## src/rtl/crtcvt_pkg.sv

```systemverilog
// ----------------------------------------------------------------------------
// crtcvt_pkg
// shared types and codes for the crt controller timing generator
// ----------------------------------------------------------------------------
package crtcvt_pkg;

    // request kinds
    localparam logic [1:0] REQ_TICK  = 2'd0;
    localparam logic [1:0] REQ_WRITE = 2'd1;
    localparam logic [1:0] REQ_READ  = 2'd2;

    // bus port select
    localparam logic [1:0] PORT_INDEX   = 2'd0;
    localparam logic [1:0] PORT_DATA_WR = 2'd1;
    localparam logic [1:0] PORT_STATUS  = 2'd2;
    localparam logic [1:0] PORT_DATA_RD = 2'd3;

    // register indexes
    localparam logic [7:0] REG_H_TOTAL     = 8'd0;
    localparam logic [7:0] REG_H_DISPLAYED = 8'd1;
    localparam logic [7:0] REG_H_SYNC_POS  = 8'd2;
    localparam logic [7:0] REG_SYNC_WIDTH  = 8'd3;
    localparam logic [7:0] REG_V_TOTAL     = 8'd4;
    localparam logic [7:0] REG_V_ADJUST    = 8'd5;
    localparam logic [7:0] REG_V_DISPLAYED = 8'd6;
    localparam logic [7:0] REG_V_SYNC_POS  = 8'd7;
    localparam logic [7:0] REG_SKEW        = 8'd8;
    localparam logic [7:0] REG_MAX_RASTER  = 8'd9;
    localparam logic [7:0] REG_START_HI    = 8'd12;
    localparam logic [7:0] REG_START_LO    = 8'd13;

    // reset values
    localparam logic [7:0] RST_H_TOTAL      = 8'd63;
    localparam logic [7:0] RST_H_DISPLAYED  = 8'd40;
    localparam logic [7:0] RST_H_SYNC_POS   = 8'd46;
    localparam logic [3:0] RST_H_SYNC_WIDTH = 4'd14;
    localparam logic [4:0] RST_V_SYNC_WIDTH = 5'd8;
    localparam logic [6:0] RST_V_TOTAL      = 7'd38;
    localparam logic [6:0] RST_V_DISPLAYED  = 7'd25;
    localparam logic [6:0] RST_V_SYNC_POS   = 7'd30;
    localparam logic [7:0] RST_MAX_RASTER   = 8'd7;

    // vertical sync width code 0 stands for this many lines
    localparam logic [4:0] V_SYNC_WIDTH_MAX = 5'd16;

    typedef struct packed {
        logic [7:0]  h_total;
        logic [7:0]  h_displayed;
        logic [7:0]  h_sync_pos;
        logic [3:0]  h_sync_width;
        logic [4:0]  v_sync_width;
        logic [6:0]  v_total;
        logic [4:0]  v_adjust;
        logic [6:0]  v_displayed;
        logic [6:0]  v_sync_pos;
        logic [7:0]  max_raster;
        logic [13:0] start_addr;
    } t_cfg;

    typedef struct packed {
        logic        hsync;
        logic        vsync;
        logic        border;
        logic [15:0] mem_addr;
        logic [4:0]  raster_addr;
    } t_video;

    typedef struct packed {
        t_video     video;
        logic [7:0] read_data;
    } t_result;

endpackage

```

## src/rtl/crtcvt_regs.sv

```systemverilog
// ----------------------------------------------------------------------------
// crtcvt_regs
// index register, timing register file and bus read mux
// ----------------------------------------------------------------------------
module crtcvt_regs (
    input  logic                i_clk,
    input  logic                i_rst_n,
    input  logic                i_accept,
    input  logic [1:0]          i_req_type,
    input  logic [1:0]          i_port,
    input  logic [7:0]          i_write_data,
    output crtcvt_pkg::t_cfg    o_cfg,
    output logic [7:0]          o_read_data
);

    logic [7:0]       r_index;
    logic [7:0]       r_skew;
    crtcvt_pkg::t_cfg r_cfg;
    logic [7:0]       n_index;
    logic [7:0]       n_skew;
    crtcvt_pkg::t_cfg n_cfg;
    logic             w_idx_wr;
    logic             w_data_wr;
    logic             w_data_rd;

    assign w_idx_wr  = i_accept && (i_req_type == crtcvt_pkg::REQ_WRITE)
                       && (i_port == crtcvt_pkg::PORT_INDEX);
    assign w_data_wr = i_accept && (i_req_type == crtcvt_pkg::REQ_WRITE)
                       && (i_port == crtcvt_pkg::PORT_DATA_WR);
    assign w_data_rd = (i_req_type == crtcvt_pkg::REQ_READ)
                       && (i_port == crtcvt_pkg::PORT_DATA_RD);

    always_comb begin
        n_index = r_index;
        n_skew  = r_skew;
        n_cfg   = r_cfg;
        if (w_idx_wr) begin
            n_index = i_write_data;
        end
        if (w_data_wr) begin
            case (r_index)
                crtcvt_pkg::REG_H_TOTAL:     n_cfg.h_total     = i_write_data;
                crtcvt_pkg::REG_H_DISPLAYED: n_cfg.h_displayed = i_write_data;
                crtcvt_pkg::REG_H_SYNC_POS:  n_cfg.h_sync_pos  = i_write_data;
                crtcvt_pkg::REG_SYNC_WIDTH: begin
                    n_cfg.h_sync_width = i_write_data[3:0];
                    if (i_write_data[7:4] == 4'd0) begin
                        n_cfg.v_sync_width = crtcvt_pkg::V_SYNC_WIDTH_MAX;
                    end else begin
                        n_cfg.v_sync_width = {1'b0, i_write_data[7:4]};
                    end
                end
                crtcvt_pkg::REG_V_TOTAL:     n_cfg.v_total     = i_write_data[6:0];
                crtcvt_pkg::REG_V_ADJUST:    n_cfg.v_adjust    = i_write_data[4:0];
                crtcvt_pkg::REG_V_DISPLAYED: n_cfg.v_displayed = i_write_data[6:0];
                crtcvt_pkg::REG_V_SYNC_POS:  n_cfg.v_sync_pos  = i_write_data[6:0];
                crtcvt_pkg::REG_SKEW:        n_skew            = i_write_data;
                crtcvt_pkg::REG_MAX_RASTER:  n_cfg.max_raster  = i_write_data;
                crtcvt_pkg::REG_START_HI:
                    n_cfg.start_addr[13:8] = i_write_data[5:0];
                crtcvt_pkg::REG_START_LO:
                    n_cfg.start_addr[7:0]  = i_write_data;
                default: ;
            endcase
        end
    end

    // read mux, only on a data-port read
    always_comb begin
        o_read_data = 8'd0;
        if (w_data_rd) begin
            case (r_index)
                crtcvt_pkg::REG_H_TOTAL:     o_read_data = r_cfg.h_total;
                crtcvt_pkg::REG_H_DISPLAYED: o_read_data = r_cfg.h_displayed;
                crtcvt_pkg::REG_H_SYNC_POS:  o_read_data = r_cfg.h_sync_pos;
                crtcvt_pkg::REG_SYNC_WIDTH:
                    o_read_data = {r_cfg.v_sync_width[3:0], r_cfg.h_sync_width};
                crtcvt_pkg::REG_V_TOTAL:     o_read_data = {1'b0, r_cfg.v_total};
                crtcvt_pkg::REG_V_ADJUST:    o_read_data = {3'd0, r_cfg.v_adjust};
                crtcvt_pkg::REG_V_DISPLAYED: o_read_data = {1'b0, r_cfg.v_displayed};
                crtcvt_pkg::REG_V_SYNC_POS:  o_read_data = {1'b0, r_cfg.v_sync_pos};
                crtcvt_pkg::REG_SKEW:        o_read_data = r_skew;
                crtcvt_pkg::REG_MAX_RASTER:  o_read_data = r_cfg.max_raster;
                crtcvt_pkg::REG_START_HI:
                    o_read_data = {2'd0, r_cfg.start_addr[13:8]};
                crtcvt_pkg::REG_START_LO:    o_read_data = r_cfg.start_addr[7:0];
                default:                     o_read_data = 8'd0;
            endcase
        end
    end

    always_ff @(posedge i_clk) begin
        if (!i_rst_n) begin
            r_index            <= 8'd0;
            r_skew             <= 8'd0;
            r_cfg.h_total      <= crtcvt_pkg::RST_H_TOTAL;
            r_cfg.h_displayed  <= crtcvt_pkg::RST_H_DISPLAYED;
            r_cfg.h_sync_pos   <= crtcvt_pkg::RST_H_SYNC_POS;
            r_cfg.h_sync_width <= crtcvt_pkg::RST_H_SYNC_WIDTH;
            r_cfg.v_sync_width <= crtcvt_pkg::RST_V_SYNC_WIDTH;
            r_cfg.v_total      <= crtcvt_pkg::RST_V_TOTAL;
            r_cfg.v_adjust     <= 5'd0;
            r_cfg.v_displayed  <= crtcvt_pkg::RST_V_DISPLAYED;
            r_cfg.v_sync_pos   <= crtcvt_pkg::RST_V_SYNC_POS;
            r_cfg.max_raster   <= crtcvt_pkg::RST_MAX_RASTER;
            r_cfg.start_addr   <= 14'd0;
        end else begin
            r_index <= n_index;
            r_skew  <= n_skew;
            r_cfg   <= n_cfg;
        end
    end

    assign o_cfg = r_cfg;

endmodule

```

## src/rtl/crtcvt_timing.sv

```systemverilog
// ----------------------------------------------------------------------------
// crtcvt_timing
// horizontal, raster and vertical counters, sync pulses and address counter
// ----------------------------------------------------------------------------
module crtcvt_timing (
    input  logic                i_clk,
    input  logic                i_rst_n,
    input  logic                i_tick,
    input  crtcvt_pkg::t_cfg    i_cfg,
    output crtcvt_pkg::t_video  o_video
);

    logic [7:0]  r_hc,  n_hc;
    logic [7:0]  r_hsc, n_hsc;
    logic [6:0]  r_vc,  n_vc;
    logic [3:0]  r_vsc, n_vsc;
    logic [4:0]  r_raster, n_raster;
    logic [15:0] r_addr, n_addr;
    logic [15:0] r_rba,  n_rba;
    logic        r_hs, n_hs;
    logic        r_vs, n_vs;
    logic        r_hdisp, n_hdisp;
    logic        r_vdisp, n_vdisp;
    logic        r_adjust, n_adjust;
    logic        r_border, n_border;
    logic [15:0] w_start;

    assign w_start = {2'b00, i_cfg.start_addr};

    // one character clock worth of counter updates
    always_comb begin
        n_hc     = r_hc;
        n_hsc    = r_hsc;
        n_vc     = r_vc;
        n_vsc    = r_vsc;
        n_raster = r_raster;
        n_addr   = r_addr;
        n_rba    = r_rba;
        n_hs     = r_hs;
        n_vs     = r_vs;
        n_hdisp  = r_hdisp;
        n_vdisp  = r_vdisp;
        n_adjust = r_adjust;

        if (r_hs) begin
            n_hsc = r_hsc + 8'd1;
            if (n_hsc == {4'd0, i_cfg.h_sync_width}) begin
                n_hs = 1'b0;
            end
        end
        if (r_hdisp && r_vdisp) begin
            n_addr = r_addr + 16'd1;
        end

        if (r_hc == i_cfg.h_total) begin
            // end of line
            n_hc    = 8'd0;
            n_hdisp = 1'b1;
            if (r_vs) begin
                n_vsc = r_vsc + 4'd1;
                if (({1'b0, n_vsc} == i_cfg.v_sync_width) || (n_vsc == 4'd0)) begin
                    n_vs = 1'b0;
                end
            end
            if (r_adjust) begin
                n_raster = r_raster + 5'd1;
                if (n_raster == i_cfg.v_adjust) begin
                    n_vdisp  = 1'b1;
                    n_addr   = w_start;
                    n_rba    = w_start;
                    n_adjust = 1'b0;
                    n_raster = 5'd0;
                end else begin
                    n_addr = r_rba;
                end
            end else if ({3'd0, r_raster} == i_cfg.max_raster) begin
                // end of character row
                n_raster = 5'd0;
                n_rba    = n_addr;
                if (r_vc == i_cfg.v_total) begin
                    n_vc = 7'd0;
                    if (i_cfg.v_adjust == 5'd0) begin
                        n_vdisp = 1'b1;
                        n_addr  = w_start;
                        n_rba   = w_start;
                    end else begin
                        n_adjust = 1'b1;
                    end
                end else begin
                    n_vc = r_vc + 7'd1;
                end
                if (n_vc == i_cfg.v_displayed) begin
                    n_vdisp = 1'b0;
                end
                if (n_vc == i_cfg.v_sync_pos) begin
                    n_vs  = 1'b1;
                    n_vsc = 4'd0;
                end
            end else begin
                n_raster = r_raster + 5'd1;
                n_addr   = r_rba;
            end
        end else begin
            n_hc = r_hc + 8'd1;
        end

        if (n_hc == i_cfg.h_displayed) begin
            n_hdisp = 1'b0;
        end
        if (n_hc == i_cfg.h_sync_pos) begin
            n_hs  = 1'b1;
            n_hsc = 8'd0;
        end
        n_border = !(n_hdisp && n_vdisp);
    end

    always_ff @(posedge i_clk) begin
        if (!i_rst_n) begin
            r_hc     <= 8'd0;
            r_hsc    <= 8'd0;
            r_vc     <= 7'd0;
            r_vsc    <= 4'd0;
            r_raster <= 5'd0;
            r_addr   <= 16'd0;
            r_rba    <= 16'd0;
            r_hs     <= 1'b0;
            r_vs     <= 1'b0;
            r_hdisp  <= 1'b0;
            r_vdisp  <= 1'b0;
            r_adjust <= 1'b0;
            r_border <= 1'b0;
        end else if (i_tick) begin
            r_hc     <= n_hc;
            r_hsc    <= n_hsc;
            r_vc     <= n_vc;
            r_vsc    <= n_vsc;
            r_raster <= n_raster;
            r_addr   <= n_addr;
            r_rba    <= n_rba;
            r_hs     <= n_hs;
            r_vs     <= n_vs;
            r_hdisp  <= n_hdisp;
            r_vdisp  <= n_vdisp;
            r_adjust <= n_adjust;
            r_border <= n_border;
        end
    end

    // levels as they stand after the current request
    always_comb begin
        if (i_tick) begin
            o_video.hsync       = n_hs;
            o_video.vsync       = n_vs;
            o_video.border      = n_border;
            o_video.mem_addr    = n_addr;
            o_video.raster_addr = n_raster;
        end else begin
            o_video.hsync       = r_hs;
            o_video.vsync       = r_vs;
            o_video.border      = r_border;
            o_video.mem_addr    = r_addr;
            o_video.raster_addr = r_raster;
        end
    end

endmodule

```

## src/rtl/crtc_video_timing_top.sv

```systemverilog
// ----------------------------------------------------------------------------
// crtc_video_timing_top
// crt controller timing generator with bus register access
// ----------------------------------------------------------------------------
// Each request is a character clock tick or a bus access (index write, data
// write, data read). The block takes one request per clock while o_in_ready
// is high: the counter and register update for a request is a single
// combinational pass from the current state, and the result (sync levels,
// border, memory address, raster address, read data) is registered in the
// output entry, or parked in the skid entry while the output stalls. The
// output side is a two-entry skid buffer, so o_in_ready is a register and
// drops only when the output has stalled with both entries full; with
// i_out_ready held high the rate is one request per cycle. Bus accesses never
// move the counters; a status read and a read of an unmapped register
// return 0.
// ----------------------------------------------------------------------------
module crtc_video_timing_top (
    input  logic        i_clk,
    input  logic        i_rst_n,
    // request channel
    input  logic        i_in_valid,
    output logic        o_in_ready,
    input  logic [1:0]  i_req_type,
    input  logic [1:0]  i_port,
    input  logic [7:0]  i_write_data,
    // result channel
    output logic        o_out_valid,
    input  logic        i_out_ready,
    output logic        o_hsync,
    output logic        o_vsync,
    output logic        o_border,
    output logic [15:0] o_mem_addr,
    output logic [4:0]  o_raster_addr,
    output logic [7:0]  o_read_data
);

    logic                  w_accept;
    logic                  w_tick;
    crtcvt_pkg::t_cfg      w_cfg;
    crtcvt_pkg::t_video    w_video;
    logic [7:0]            w_read_data;
    crtcvt_pkg::t_result   w_res;

    // output register and skid entry
    crtcvt_pkg::t_result   r_out,  n_out;
    crtcvt_pkg::t_result   r_skid, n_skid;
    logic                  r_out_valid,  n_out_valid;
    logic                  r_skid_valid, n_skid_valid;

    assign o_in_ready = !r_skid_valid;
    assign w_accept   = i_in_valid && !r_skid_valid;
    assign w_tick     = w_accept && (i_req_type == crtcvt_pkg::REQ_TICK);

    // register file and bus decode
    crtcvt_regs u_regs (
        .i_clk        (i_clk),
        .i_rst_n      (i_rst_n),
        .i_accept     (w_accept),
        .i_req_type   (i_req_type),
        .i_port       (i_port),
        .i_write_data (i_write_data),
        .o_cfg        (w_cfg),
        .o_read_data  (w_read_data)
    );

    // counters, only stepped by ticks
    crtcvt_timing u_timing (
        .i_clk   (i_clk),
        .i_rst_n (i_rst_n),
        .i_tick  (w_tick),
        .i_cfg   (w_cfg),
        .o_video (w_video)
    );

    assign w_res.video     = w_video;
    assign w_res.read_data = w_read_data;

    // skid buffer control
    always_comb begin
        n_out        = r_out;
        n_skid       = r_skid;
        n_out_valid  = r_out_valid;
        n_skid_valid = r_skid_valid;
        if (!r_out_valid || i_out_ready) begin
            // output slot free or drained this cycle
            if (r_skid_valid) begin
                n_out        = r_skid;
                n_out_valid  = 1'b1;
                n_skid_valid = 1'b0;
            end else begin
                n_out       = w_res;
                n_out_valid = w_accept;
            end
        end else if (w_accept) begin
            // output stalled, park the new result
            n_skid       = w_res;
            n_skid_valid = 1'b1;
        end
    end

    always_ff @(posedge i_clk) begin
        if (!i_rst_n) begin
            r_out_valid  <= 1'b0;
            r_skid_valid <= 1'b0;
        end else begin
            r_out_valid  <= n_out_valid;
            r_skid_valid <= n_skid_valid;
        end
    end

    // payload, no reset needed
    always_ff @(posedge i_clk) begin
        r_out  <= n_out;
        r_skid <= n_skid;
    end

    assign o_out_valid   = r_out_valid;
    assign o_hsync       = r_out.video.hsync;
    assign o_vsync       = r_out.video.vsync;
    assign o_border      = r_out.video.border;
    assign o_mem_addr    = r_out.video.mem_addr;
    assign o_raster_addr = r_out.video.raster_addr;
    assign o_read_data   = r_out.read_data;

    // skid entry only fills behind a held output entry
    a_skid_behind_out: assert property (
        @(posedge i_clk) disable iff (!i_rst_n)
        r_skid_valid |-> r_out_valid
    ) else $error("skid entry valid while output entry empty");

    // a draining output always empties the skid entry
    a_skid_drains: assert property (
        @(posedge i_clk) disable iff (!i_rst_n)
        (r_skid_valid && i_out_ready) |=> !r_skid_valid
    ) else $error("skid entry not drained");

    // nonzero read data only comes from a data-port read
    a_read_source: assert property (
        @(posedge i_clk) disable iff (!i_rst_n)
        (w_accept && (w_read_data != 8'd0)) |->
            ((i_req_type == crtcvt_pkg::REQ_READ) && (i_port == crtcvt_pkg::PORT_DATA_RD))
    ) else $error("read data produced without a data read");

endmodule

```

## config.mk

```make
export PLATFORM = sky130hd
export DESIGN_NAME = crtc_video_timing_top
export DESIGN_NICKNAME = d
export VERILOG_FILES = /design/src/rtl/crtcvt_pkg.sv /design/src/rtl/crtcvt_regs.sv /design/src/rtl/crtcvt_timing.sv /design/src/rtl/crtc_video_timing_top.sv
export SDC_FILE = /design/constraint.sdc
export NUM_CORES = 1
export LEC_CHECK = 0
export BUFFER_PORTS_ARGS = -buffer_cell sky130_fd_sc_hd__clkbuf_2
export CORE_ASPECT_RATIO = 0.75
export CORE_MARGIN = 5
export CORE_UTILIZATION = 40
export CTS_CLUSTER_SIZE = 25
export DETAILED_ROUTE_END_ITERATION = 16
export GPL_ROUTABILITY_DRIVEN = 0
export PLACE_DENSITY = 0.63
export SYNTH_ARGS = -nofsm -noshare
export SYNTH_HDL_FRONTEND = slang
export SYNTH_SLANG_ARGS = --single-unit
```

## constraint.sdc

```tcl
create_clock -name i_clk -period 3.95 [get_ports i_clk]
set_clock_uncertainty 0.05 [all_clocks]
set_input_delay 0.395 -clock i_clk [delete_from_list [all_inputs] [get_ports i_clk]]
set_output_delay 0.395 -clock i_clk [all_outputs]
set_load 0.01 [all_outputs]
```

==> run_results.csv <==
group,metric,value,unit
synthesis,synth.most_common_cell,"nand2_1",
clock_tree,post_cts_buffers,0,
grt,grt_pass1_vias,9355,
synthesis,synth_cells,1334,
clock_tree,holdBufCountCts,0,
clock_tree,cts_num_sinks,233,
sta,final_critical_path_setup_slack,0.696,ns
finish,insertedDiodeCount,0,
worst_setup_path,crit_end,"u_timing.r_vdisp$_SDFFE_PN0P_",
sta,final-max-slew-violation-count,0,
sta,worst_slew_pin_slew,1.01,ns
job,max_cap_viol_count,0,
placed_design,numPortBuffers,49,
clock_tree,max-clock-path-buffers,3,
drt,drt_pre_antenna_iters,5,
synthesis,post_synthesis_cell_area,12100,sq um
power_and_ir_drop,pwr-share-clk,46.6,%
grt,grt_remaining_overflow,0,
clock_tree,clock_slew_at_reported_path_ffs,0.07,ns
sta,relative_slew_margins,31.8,%
worst_setup_path,r2r-end,"u_timing.r_vdisp$_SDFFE_PN0P_",
die,initial_util,40.3,%
worst_setup_path,crit_fanout,11,
worst_setup_path,cp-startpoint,"u_timing.r_vc[0]$_SDFFE_PN0P_",
drt,remaining_drc_errors,0,
placed_design,postPlaceCellArea,12700,sq um
power_and_ir_drop,cellLeakagePower,0.00486,uW
drt,drt_iter0_markers,1192,
sta,finalCriticalPeriod,3.25,ns
die,floorplan.io_pins,50,
grt,maximum_number_of_pins_on_one_net_before_global_route_repair,62,
clock_tree,cts_htree_levels,1,
clock_tree,ctsResizeCount,0,
finish,area.growth.synth_to_final,11.5,%
synthesis,post_synth.cell_area_avg,9.07,sq um
sta,setup_viol,0,
sta,finalHoldViolCount,0,
die,placeableCoreArea,30000,sq um
worst_setup_path,endpoint_class_of_the_critical_path,"flop",
worst_setup_path,startpoint_type,"flop",
finish,layout.nets,1362,
worst_setup_path,crit_type,"reg2reg",
grt,grt_pass1_wl,55800,um
synthesis,seq_total_area_yosys,43.9,%
hold_path,hold_path_class,"in2reg",
synthesis,postSynth.topFlopCell,"dfxtp_1",
clock_tree,clock_latency,0.53,ns
worst_setup_path,critPathRequiredTime,4.32,ns
grt,track_usage,20.6,%
power_and_ir_drop,netSwitchingFraction,23.1,%
clock_tree,num_cts_buffers,24,
sta,post-route-period-util,82.4,%
die,die_area,33900,sq um
worst_setup_path,timing.critical_path.arrival,3.63,ns
placed_design,detailedPlace.worstSlack,0.763,ns
synthesis,number_of_synthesized_flops_with_an_enable_pin,64,
power_and_ir_drop,p_int,3970,uW
drt,routed-via-count,10250,
power_and_ir_drop,share_comb_of_total_power,4.8,%
sta,max_freq,0.307,GHz
finish,final_layout_size_suffix_gt1_share,12.4,%
placed_design,dp_hpwl,24900,um
clock_tree,clk_root_buffer_cell,"clkbuf_16",
worst_setup_path,worst_r2r_path_depth,8,
power_and_ir_drop,final_total_pwr,5170,uW
finish,design_area,13500,sq um
worst_setup_path,regToRegStartpoint,"u_timing.r_vc[0]$_SDFFE_PN0P_",
sta,final.hold.worst_slack,0.108,ns
power_and_ir_drop,seqPwrFrac,48.7,%
synthesis,yosys_register_bits,233,
drt,ant_nets,0,
sta,setup_tns,0,ns
drt,detail_route.vias_per_cell,5.83,
clock_tree,cts_tree,"done",
worst_setup_path,rrSetupSlack,0.70,ns
synthesis,synth_area_leader,"dfxtp_1",
drt,detail_route.wirelength,36200,um
synthesis,yosys_warnings,0,
synthesis,synth_fp_nets,1356,
sta,grt_setup_unrepaired,"false",
die,die_height,161,um
synthesis,yosysUniqueCellTypes,84,
synthesis,synth_async_sr_flop_share,0,%
outcome,outcome,"finished clean",
grt,antenna_found_initial,1,
power_and_ir_drop,vdd.ir_drop.worst,0.254,mV
synthesis,ys_top_cells_by_count,"nand2_1, dfxtp_1, nor2_1",
power_and_ir_drop,total_switching_power,1190,uW
drt,route.detailed.wl_per_inst,20.6,um
die,placementRows,55,
die,floorplan.die.width,211,um
synthesis,netlist_top_cells_area,"dfxtp_1, edfxtp_1, nand2_1",
power_and_ir_drop,power_density_over_cell_area,383,nW/um^2
synthesis,synth.top_cell.area_share,28.0,%
[kinds of logic after synthesis]
kind of cell / count (synthesis) / share of synthesized area, %
compound gates: 282 / 16.1
xor+xnor: 81 / 6.15
fa+ha+maj: 6 / 0.621
buf+inv: 106 / 3.84
flops: 233 / 43.9
mux: 85 / 7.52
simple gates: 541 / 21.9
[cells in the final DEF, fill, tap and decap left out, types with 15 or more instances in the layout]
cell type / n
o21ai_0: 43
edfxtp_1: 64
xor2_1: 37
nor2_1: 116
and2_1: 27
and3_1: 23
clkbuf_16: 24
nand3_1: 61
clkbuf_2: 49
nor3_1: 32
mux2_2: 17
or3_1: 21
dfxtp_1: 169
mux2i_1: 65
a222oi_1: 15
a21oi_1: 88
xnor2_1: 41
nand2_1: 177
buf_4: 24
[per-stage QoR]
step	instances	utilization [%]
floorplan	1334	-
global placement	1713	42.2
detailed placement	1713	42.2
CTS	1757	45.0
global route	1757	45.0
finish	1757	45.0
[power groups by stage]
| stage | clock [uW] | combinational (uW) | sequential (uW) |
|---|---|---|---|
| floorplan | 0 | 127 | 2570 |
| global placement | 0 | 244 | 2570 |
| detailed placement | 0 | 245 | 2570 |
| CTS | 2440 | 246 | 2510 |
| global route | 2550 | 261 | 2520 |
| finish | 2410 | 246 | 2510 |
[area by class of cell]
type | instances | area [sq um]
Clock inverter | 15 | 196
Fill cell | 2927 | 16500
Multi-Input combinational cell | 995 | 6350
Inverter | 11 | 42.5
Timing Repair Buffer | 75 | 465
Sequential cell | 233 | 5310
Clock buffer | 29 | 629
Tap cell | 399 | 499
[critical path, stage by stage, from the launching register on]
cell and delay, ns:
dfxtp_1 0.54, ha_1 0.29, xor2_1 0.49, and3_1 0.25, a31oi_1 0.05, o32a_1 0.22
a2111oi_1 0.68, a311oi_2 0.34, o21a_1 0.25
[worst min-delay path by stage]
stage	to	depth (start not counted)	slack [ns]	startpoint
floorplan	u_regs.o_cfg[52]$_SDFFE_PN0P_	2	0.38	u_regs.o_cfg[52]$_SDFFE_PN0P_
global placement	u_regs.o_cfg[52]$_SDFFE_PN0P_	2	0.40	u_regs.o_cfg[52]$_SDFFE_PN0P_
detailed placement	u_regs.o_cfg[52]$_SDFFE_PN0P_	2	0.41	u_regs.o_cfg[52]$_SDFFE_PN0P_
CTS	r_skid_valid$_SDFFE_PP0P_	3	0.09	i_in_valid
global route	r_skid_valid$_SDFFE_PP0P_	3	0.09	i_in_valid
finish	r_skid_valid$_SDFFE_PP0P_	3	0.11	i_in_valid
[metal layers]
layer  vias up  wire, um  track usage (%)
li1       4858         -                -
met1      4909     17400             32.5
met2       427     14900             29.4
met3        56      3040             3.14
met4         0       787             4.86
met5         -         0                0
[state kept, by name (all words and copies together), names as in the netlist, 4 cells and up]
name / count
u_regs.o_cfg: 81
r_skid: 32
o_mem_addr: 16
u_timing.r_addr: 16
u_timing.r_rba: 16
o_read_data: 8
u_regs.r_index: 8
u_regs.r_skew: 8
u_timing.r_hc: 8
u_timing.r_hsc: 8
u_timing.r_vc: 7
o_raster_addr: 5
u_timing.r_raster: 5
u_timing.r_vsc: 4
No activity file was read; power rests on OpenSTA's default activity.
